$ cat src/rtl/mies_ram.sv
// Generic single-clock RAM: one write port, one read port, registered read.
// No dependencies.
`default_nettype none

module mies_ram #(
    parameter int WIDTH = 32,
    parameter int DEPTH = 32
) (
    input  wire logic                     i_clk,
    input  wire logic                     i_we,
    input  wire logic [$clog2(DEPTH)-1:0] i_waddr,
    input  wire logic [WIDTH-1:0]         i_wdata,
    input  wire logic [$clog2(DEPTH)-1:0] i_raddr,
    output logic      [WIDTH-1:0]         o_rdata
);

    logic [WIDTH-1:0] r_mem [DEPTH];

    // Write and registered read
    always_ff @(posedge i_clk) begin
        if (i_we) begin
            r_mem[i_waddr] <= i_wdata;
        end
        o_rdata <= r_mem[i_raddr];
    end

endmodule

`default_nettype wire

$ cat config.mk
export PLATFORM = sky130hd
export DESIGN_NAME = mies_ram
export DESIGN_NICKNAME = d
export VERILOG_FILES = /design/src/rtl/mies_ram.sv
export SDC_FILE = /design/constraint.sdc
export NUM_CORES = 1
export LEC_CHECK = 0
export ABC_AREA = 1
export BUFFER_PORTS_ARGS = -buffer_cell sky130_fd_sc_hd__buf_2
export CORE_ASPECT_RATIO = 1.5
export CORE_UTILIZATION = 40
export DETAILED_ROUTE_END_ITERATION = 12
export GPL_TIMING_DRIVEN = 1
export PLACE_DENSITY = 0.51
export SLEW_MARGIN = 20
export SYNTH_ARGS = -nofsm -noshare
export SYNTH_HDL_FRONTEND = slang
export SYNTH_SLANG_ARGS = --single-unit
$ cat constraint.sdc
create_clock -name i_clk -period 3.4 [get_ports i_clk]
set_input_delay 1.02 -clock i_clk [delete_from_list [all_inputs] [get_ports i_clk]]
set_output_delay 1.02 -clock i_clk [all_outputs]
set_load 0.01 [all_outputs]
==> After elaboration in Yosys (flattened, before gate mapping) <==
Memories as Yosys holds them, arrays and structs flattened. A register that Yosys moved wholly into a read port is not among the register bits.
Cells that the tools add are included.
{ "word_totals": {"ramBits": 1024, "romBits": 0, "mem_count": 1, "reg_bits": 0, "latch_bits": 0} }
{ "memory_table": {"columns": ["name", "words", "word_bits", "rd", "rd_clocked_by_memory_dff", "write_ports", "line", "source"], "rows": [
  ["r_mem", 32, 32, 1, 1, 1, "17", "logic [WIDTH-1:0] r_mem [DEPTH];"]
]} }
{ "classes": {"n_bitwise": 0, "multipliers": 0, "eq_ne": 0, "add_sub_neg": 0, "shifts": 0, "n_div": 0, "mux": 2, "magnitude_cmp": 0, "n_reduce_logical": 0} }
{ "op_table": {"columns": ["operator", "n"], "rows": [
  ["$mux W1", 2]
]} }

==> Depth between registers and ports, before layout <==
Gate-level depths: netlist of the first run.
{ "depth": {"depth_word": 2, "ltp_mapped": 12, "ltp_nobuf": 9} }

==> Worst setup path after synthesis of the first run <==
OpenSTA, ideal clock, no wires.
{ "synth_path": {"path_kind": "input to register", "start": "input i_waddr[0]", "end": "memory r_mem[8][0] (enable)", "arrival_time_ns": 2.675, "path_slack_ns": 0.304, "cell_stages": 3, "required_time_ns": 2.979, "setup_ns": 0.421, "path_cell_list": "inv_1 -> nand3_1 -> nor2_1"} }
{ "synth_lines": {"columns": ["item", "line", "source"], "rows": [
  ["from (decl)", "11", "input wire logic [$clog2(DEPTH)-1:0] i_waddr,"],
  ["to (decl)", "17", null]
]} }
Straight into the memory's write port.

==> Worst setup path in the final report of the first run <==
{ "layout_path": {"start": "register o_rdata[7], read port of r_mem", "end": "output o_rdata[7]"} }
{ "layout_lines": {"columns": ["item", "line", "source"], "rows": [
  ["from (decl)", "14", "output logic [WIDTH-1:0] o_rdata"]
]} }
No word-level cell between the ends.

==> run_results.csv, run 1 <==
group,metric,value,unit
die,die_y,400.8,µm
die,core,104700,µm²
synth,netlist_area,42410,µm²
critical_path,path_delay_family,"flip-flops",
critical_path,critPathBufInv,1,
timing,layout_setup_ws,1.003,ns
synth,synth_top_area_share,0.7251,
timing,hold_viol_final,0,
critical_path,slowest_stage,"dfxtp_1",
timing,fmax,0.4173,GHz
synth,syn_inst,3536,
synth,synth_enable_flop_cells,1024,
clock_network,cts_resized,0,
critical_path,crit_type,"flip-flop to primary output",
clock_network,cts_htree_levels,3,
clock_network,tritoncts,"done",
drt,vias_per_cell,5.289,
layout,drive_gt1_frac,0.09986,
timing,worst_pin_slew,0.6820,ns
synth,synth_cell_types,14,
layout,num_antenna_cells,0,
global_route,grt_util_all_layers,0.2300,
synth,synth_common_cells,"1440 x nand2_1, 1024 x edfxtp_1, 780 x nand3_1, 83 x buf_2, 66 x buf_6",
die,row_count,145,
layout,fin_util,0.4586,
synth,ys_async_sr_fraction,0,
clock_network,cts_sinks,1056,
critical_path,critPathRequiredTime,2.38,ns
critical_path,start_kind,"flip-flop",
synth,yosysWarnings,0,
timing,period_minus_slack,2.397,ns
layout,area_delta_synth_final,13.21,%
place,hpwl,62840,µm
die,num_io_pins,76,
clock_network,cts_setup_buffers,0,
outcome,outcome,"complete, no violations",
synth,synth_ff_type,"edfxtp_1",
global_route,antenna_found_initial,6,
die,start_util,0.4051,
power_and_ir_drop,pwr-share-clk,0.408,
drt,num_vias,26870,
layout,fin_nets,3646,
hold_path,hold_path.class,"flip-flop to flip-flop",
synth,synth_seq_area_share,0.7402,
clock_network,clk_pin_slew,0.06,ns
die,die_w,267.9,µm
synth,synthesis.nets,3580,
power_and_ir_drop,power_density,571.0,nW/µm²
drt,routed_wl,122600,µm
layout,fin_area,48010,µm²
synth,yosysTopAreaCell,"edfxtp_1",
drt,drt_iter0_drc,2053,
timing,finalCritPeriodShare,0.7049,
clock_network,clockBufferDepth,3,
power_and_ir_drop,p_int,21300,µW
power_and_ir_drop,swShare,0.2229,
power_and_ir_drop,leakagePower,0.01745,µW
global_route,overflow,0,
critical_path,endpoint_kind,"primary output",
drt,post_drt_wl_per_cell,24.14,µm
place,pre_cts_slack,0.6069,ns
critical_path,crit_path_max_fanout,1,
clock_network,insertion_delay,0.69,ns
drt,drc,0,
power_and_ir_drop,pwr-share-seq,0.530,
clock_network,numCtsBuffers,97,
run,drv_cap,0,
clock_network,holdBufCountCts,0,
global_route,grt_max_degree,130,
power_and_ir_drop,ir_worst_vdd,0.3587,mV
synth,syn_area_per_cell,11.99,µm²
drt,dr.pass1.iters,5,
power_and_ir_drop,combinationalPowerShare,0.061,
timing,slew_headroom,0.5453,
timing,final-setup-viol-count,0,
timing,rsz0062_at_grt,"false",
synth,ys_seq_elements,1056,
timing,slew_viol_final,0,
global_route,grt_pass1_wl,179200,µm
timing,finClkSkew,0.02171,ns
global_route,grt_pass1_vias,26480,
critical_path,critPathMaxStageDelay,0.50,ns
power_and_ir_drop,p_switching,6111,µW
die,die-area,107300,µm²
timing,fin_tns_setup,0,ns
critical_path,arrival,1.38,ns
place,routabilityCongestion,0.7458,
critical_path,worstPathCellList,"buf_2",
drt,ant_nets,0,
place,dpl_cell_area,44740,µm²
synth,ys_top_cells_by_area,"edfxtp_1 73%, nand2_1 13%, nand3_1 9.2%, buf_6 1.8%, dfxtp_1 1.5%",
place,port_buffers,75,
synth,yosysMostFrequentCell,"nand2_1",
clock_network,root_buffer,"clkbuf_16",
-- power by group through the flow --
stage          Sequential (µW)  Clock (µW)  Combinational [µW]
3_3_place_gp             14800           0                1700
4_1_cts                  14500       11400                1710
3_5_place_dp             14800           0                1710
5_1_grt                  14500       11900                1870
6_report                 14500       11200                1680
2_1_floorplan            14800           0                 995
-- layer usage --
| layer | part of all wire | GRT usage |
|---|---|---|
| met1 | 0.42 | 0.2989 |
| met2 | 0.51 | 0.3985 |
| met3 | 0.042 | 0.02757 |
| met4 | 0.026 | 0.07168 |
| met5 | 0.00029 | 0 |
-- cell usage in the layout (no fill, tap or decap), types with 12 or more instances in the layout --
master	netlist	routed
buf_12	0	51
buf_4	24	60
buf_2	83	71
clkbuf_8	0	18
nand3_1	780	780
nand2_1	1440	1440
edfxtp_1	1024	1024
nor2_4	0	32
clkbuf_1	24	27
clkbuf_16	0	99
dfxtp_1	32	32
clkinv_2	0	12
-- kinds of logic after synthesis --
group / Yosys count / synth area share
and+or+nand+nor: 2252 / 0.2224
DFF: 1056 / 0.7402
buffers and inverters: 228 / 0.03741
-- flip-flops by register name, summed over array words and instances, names as in the netlist --
name and count:
r_mem 1024, o_rdata 32
-- worst paths after layout --
kind	startpoint	to	slack, ns	depth (start not counted)
worst max-delay path	o_rdata[7]	o_rdata[7]	1.00	1
worst min-delay path	r_mem[26][22]	o_rdata[22]	0.73	8
worst max register to register	r_mem[17][24]	o_rdata[24]	2.23	8
worst min register to register	r_mem[26][22]	o_rdata[22]	0.73	8
-- area by class of cell --
class / instances / area (µm²)
Fill cell: 9535 / 56670
Sequential cell: 1056 / 31390
Multi-Input combinational cell: 2252 / 9669
Clock buffer: 144 / 2826
Timing Repair Buffer: 185 / 1868
Tap cell: 1396 / 1747
Clock inverter: 38 / 439.2
Inverter: 10 / 68.82
-- per-stage QoR --
stage          cells  power [µW]  hold WS, ns
6_report        5081       27410       0.7337
5_1_grt         5081       28280       0.7883
4_1_cts         5081       27660       0.7335
3_3_place_gp    4899       16520       0.7209
2_1_floorplan   3536       15810       0.6884
3_5_place_dp    4899       16530       0.7277
Note: power is estimated with default switching activity, not from simulation.
==> run 2, diff against run 1 <==
PLACE_DENSITY = 0.53   (was 0.51)
clock period = 2 ns   (was 3.4 ns; I/O delays follow)
==> run_results.csv, run 2 (synthesized netlist as in run 1, its figures left out) <==
group,metric,value,unit
timing,final-setup-viol-count,0,
die,die_y,400.8,µm
global_route,grt_pass1_vias,27140,
power_and_ir_drop,ir_worst_vdd,0.5895,mV
critical_path,r2r-end,"o_rdata[16]",
global_route,antenna_found_initial,7,
timing,period_minus_slack,1.956,ns
timing,finalCritPeriodShare,0.9782,
timing,slew_headroom,0.6015,
critical_path,ff2ff_setup_slack,0.85,ns
layout,fin_area,49590,µm²
power_and_ir_drop,leakagePower,0.01827,µW
drt,num_vias,27380,
timing,fin_tns_setup,0,ns
die,start_util,0.4051,
layout,drive_gt1_frac,0.1265,
clock_network,cts_setup_buffers,0,
layout,fin_nets,3746,
critical_path,reg2reg_depth,8,
global_route,grt_util_all_layers,0.2316,
layout,layout_common_cells,"1440 x nand2_1, 1024 x edfxtp_1, 780 x nand3_1, 107 x buf_4, 102 x buf_12",
layout,top_register,"r_mem",
clock_network,numCtsBuffers,99,
global_route,overflow,0,
die,num_io_pins,76,
die,core,104700,µm²
clock_network,holdBufCountCts,0,
clock_network,root_buffer,"clkbuf_16",
layout,multiInputGateArea,9669,µm²
place,routabilityCongestion,0.7789,
critical_path,start_kind,"flip-flop",
die,die_w,267.9,µm
timing,worst_pin_slew,0.5978,ns
layout,fill_cells,9327,
critical_path,endpoint_kind,"primary output",
drt,vias_per_cell,5.282,
layout,final_common_cell,"nand2_1",
clock_network,clockBufferDepth,3,
timing,finClkSkew,0.01631,ns
timing,hold_viol_final,0,
timing,fmax,0.5111,GHz
place,pre_cts_slack,-0.02647,ns
die,die-area,107300,µm²
clock_network,clk_pin_slew,0.07,ns
clock_network,insertion_delay,0.70,ns
drt,post_drt_wl_per_cell,23.63,µm
clock_network,tritoncts,"done",
critical_path,rr_startpoint,"r_mem[11][16]",
timing,slew_viol_final,0,
drt,ant_nets,0,
layout,fin_util,0.4737,
layout,largest_reg_flops,1024,
timing,layout_setup_ws,0.04362,ns
drt,dr.pass1.iters,7,
hold_path,min_from,"i_wdata[14]",
drt,routed_wl,122500,µm
critical_path,critPathRequiredTime,1.40,ns
drt,drc,0,
timing,fin_hold_ws,0.3934,ns
hold_path,min_path_cells,1,
outcome,outcome,"complete, no violations",
critical_path,crit_type,"flip-flop to primary output",
die,row_count,145,
critical_path,worstPathCellList,"buf_2",
timing,rsz0062_at_grt,"false",
layout,seqCellArea,31390,µm²
power_and_ir_drop,power_density,969.3,nW/µm²
place,hpwl,68720,µm
critical_path,slowest_stage,"dfxtp_1",
clock_network,cts_htree_levels,3,
critical_path,critPathMaxStageDelay,0.46,ns
global_route,grt_pass1_wl,181000,µm
layout,area_delta_synth_final,16.94,%
place,port_buffers,75,
layout,top_regs,"r_mem (1024), o_rdata (32)",
place,dpl_cell_area,46120,µm²
hold_path,hold_path.class,"input pin to flip-flop",
critical_path,arrival,1.36,ns
clock_network,cts_resized,0,
critical_path,critPathBufInv,1,
hold_path,hold_path_end,"r_mem[27][14]",
critical_path,crit_path_max_fanout,1,
clock_network,cts_sinks,1056,
critical_path,path_delay_family,"flip-flops",
drt,drt_iter0_drc,1995,
run,drv_cap,0,
global_route,grt_max_degree,93,
[run 2: cell types whose count changed in the layout (fill, tap and decap cells not counted), sizes merged]
cell,previous run,this run
clkbuf,144,124
buf,185,283
diode,0,2
inv,11,14
clkinv,26,35
bufinv,8,19
[run 2: how the worst max path moves through the flow]
stage                startpoint             to  slack, ns  depth (start not counted)
floorplan            i_waddr[0]    r_mem[0][0]      -0.30                          3
global placement     i_waddr[4]  r_mem[12][24]      -0.01                          6
detailed placement   i_waddr[4]  r_mem[12][30]      -0.03                          6
CTS                 o_rdata[13]    o_rdata[13]      0.006                          1
global route        o_rdata[13]    o_rdata[13]       0.01                          1
finish              o_rdata[13]    o_rdata[13]       0.04                          1
[run 2: through the flow]
stage | power (µW) | cells
6_report | 48060 | 5184
5_1_grt | 49480 | 5182
4_1_cts | 48430 | 5182
3_5_place_dp | 28310 | 4997
3_3_place_gp | 28300 | 4997
2_1_floorplan | 26880 | 3536
[run 2: power by group]
part           switching [µW]  internal, µW  leakage [µW]  total (µW)
Combinational            2120           989       0.00707        3110
Sequential                111         24600       0.00949       24700
Clock                    8370         11900       0.00171       20300
[run 2: routing by layer]
layer,vias up,GRT usage,share of wire
li1,12680,-,-
met1,13750,0.3007,0.42
met2,727,0.3939,0.50
met3,215,0.02904,0.048
met4,6,0.08732,0.034
met5,-,0,0.00036
[run 2: cell type report]
type | count | area share
flip-flops and latches | 1056 | 0.6330
inverters | 10 | 0.001363
clock inverters | 61 | 0.01640
multi-input cells | 2252 | 0.1950
clock buffers | 124 | 0.05352
repair buffers | 283 | 0.06538
diodes | 2 | 0.0001009
well taps | 1396 | 0.03522
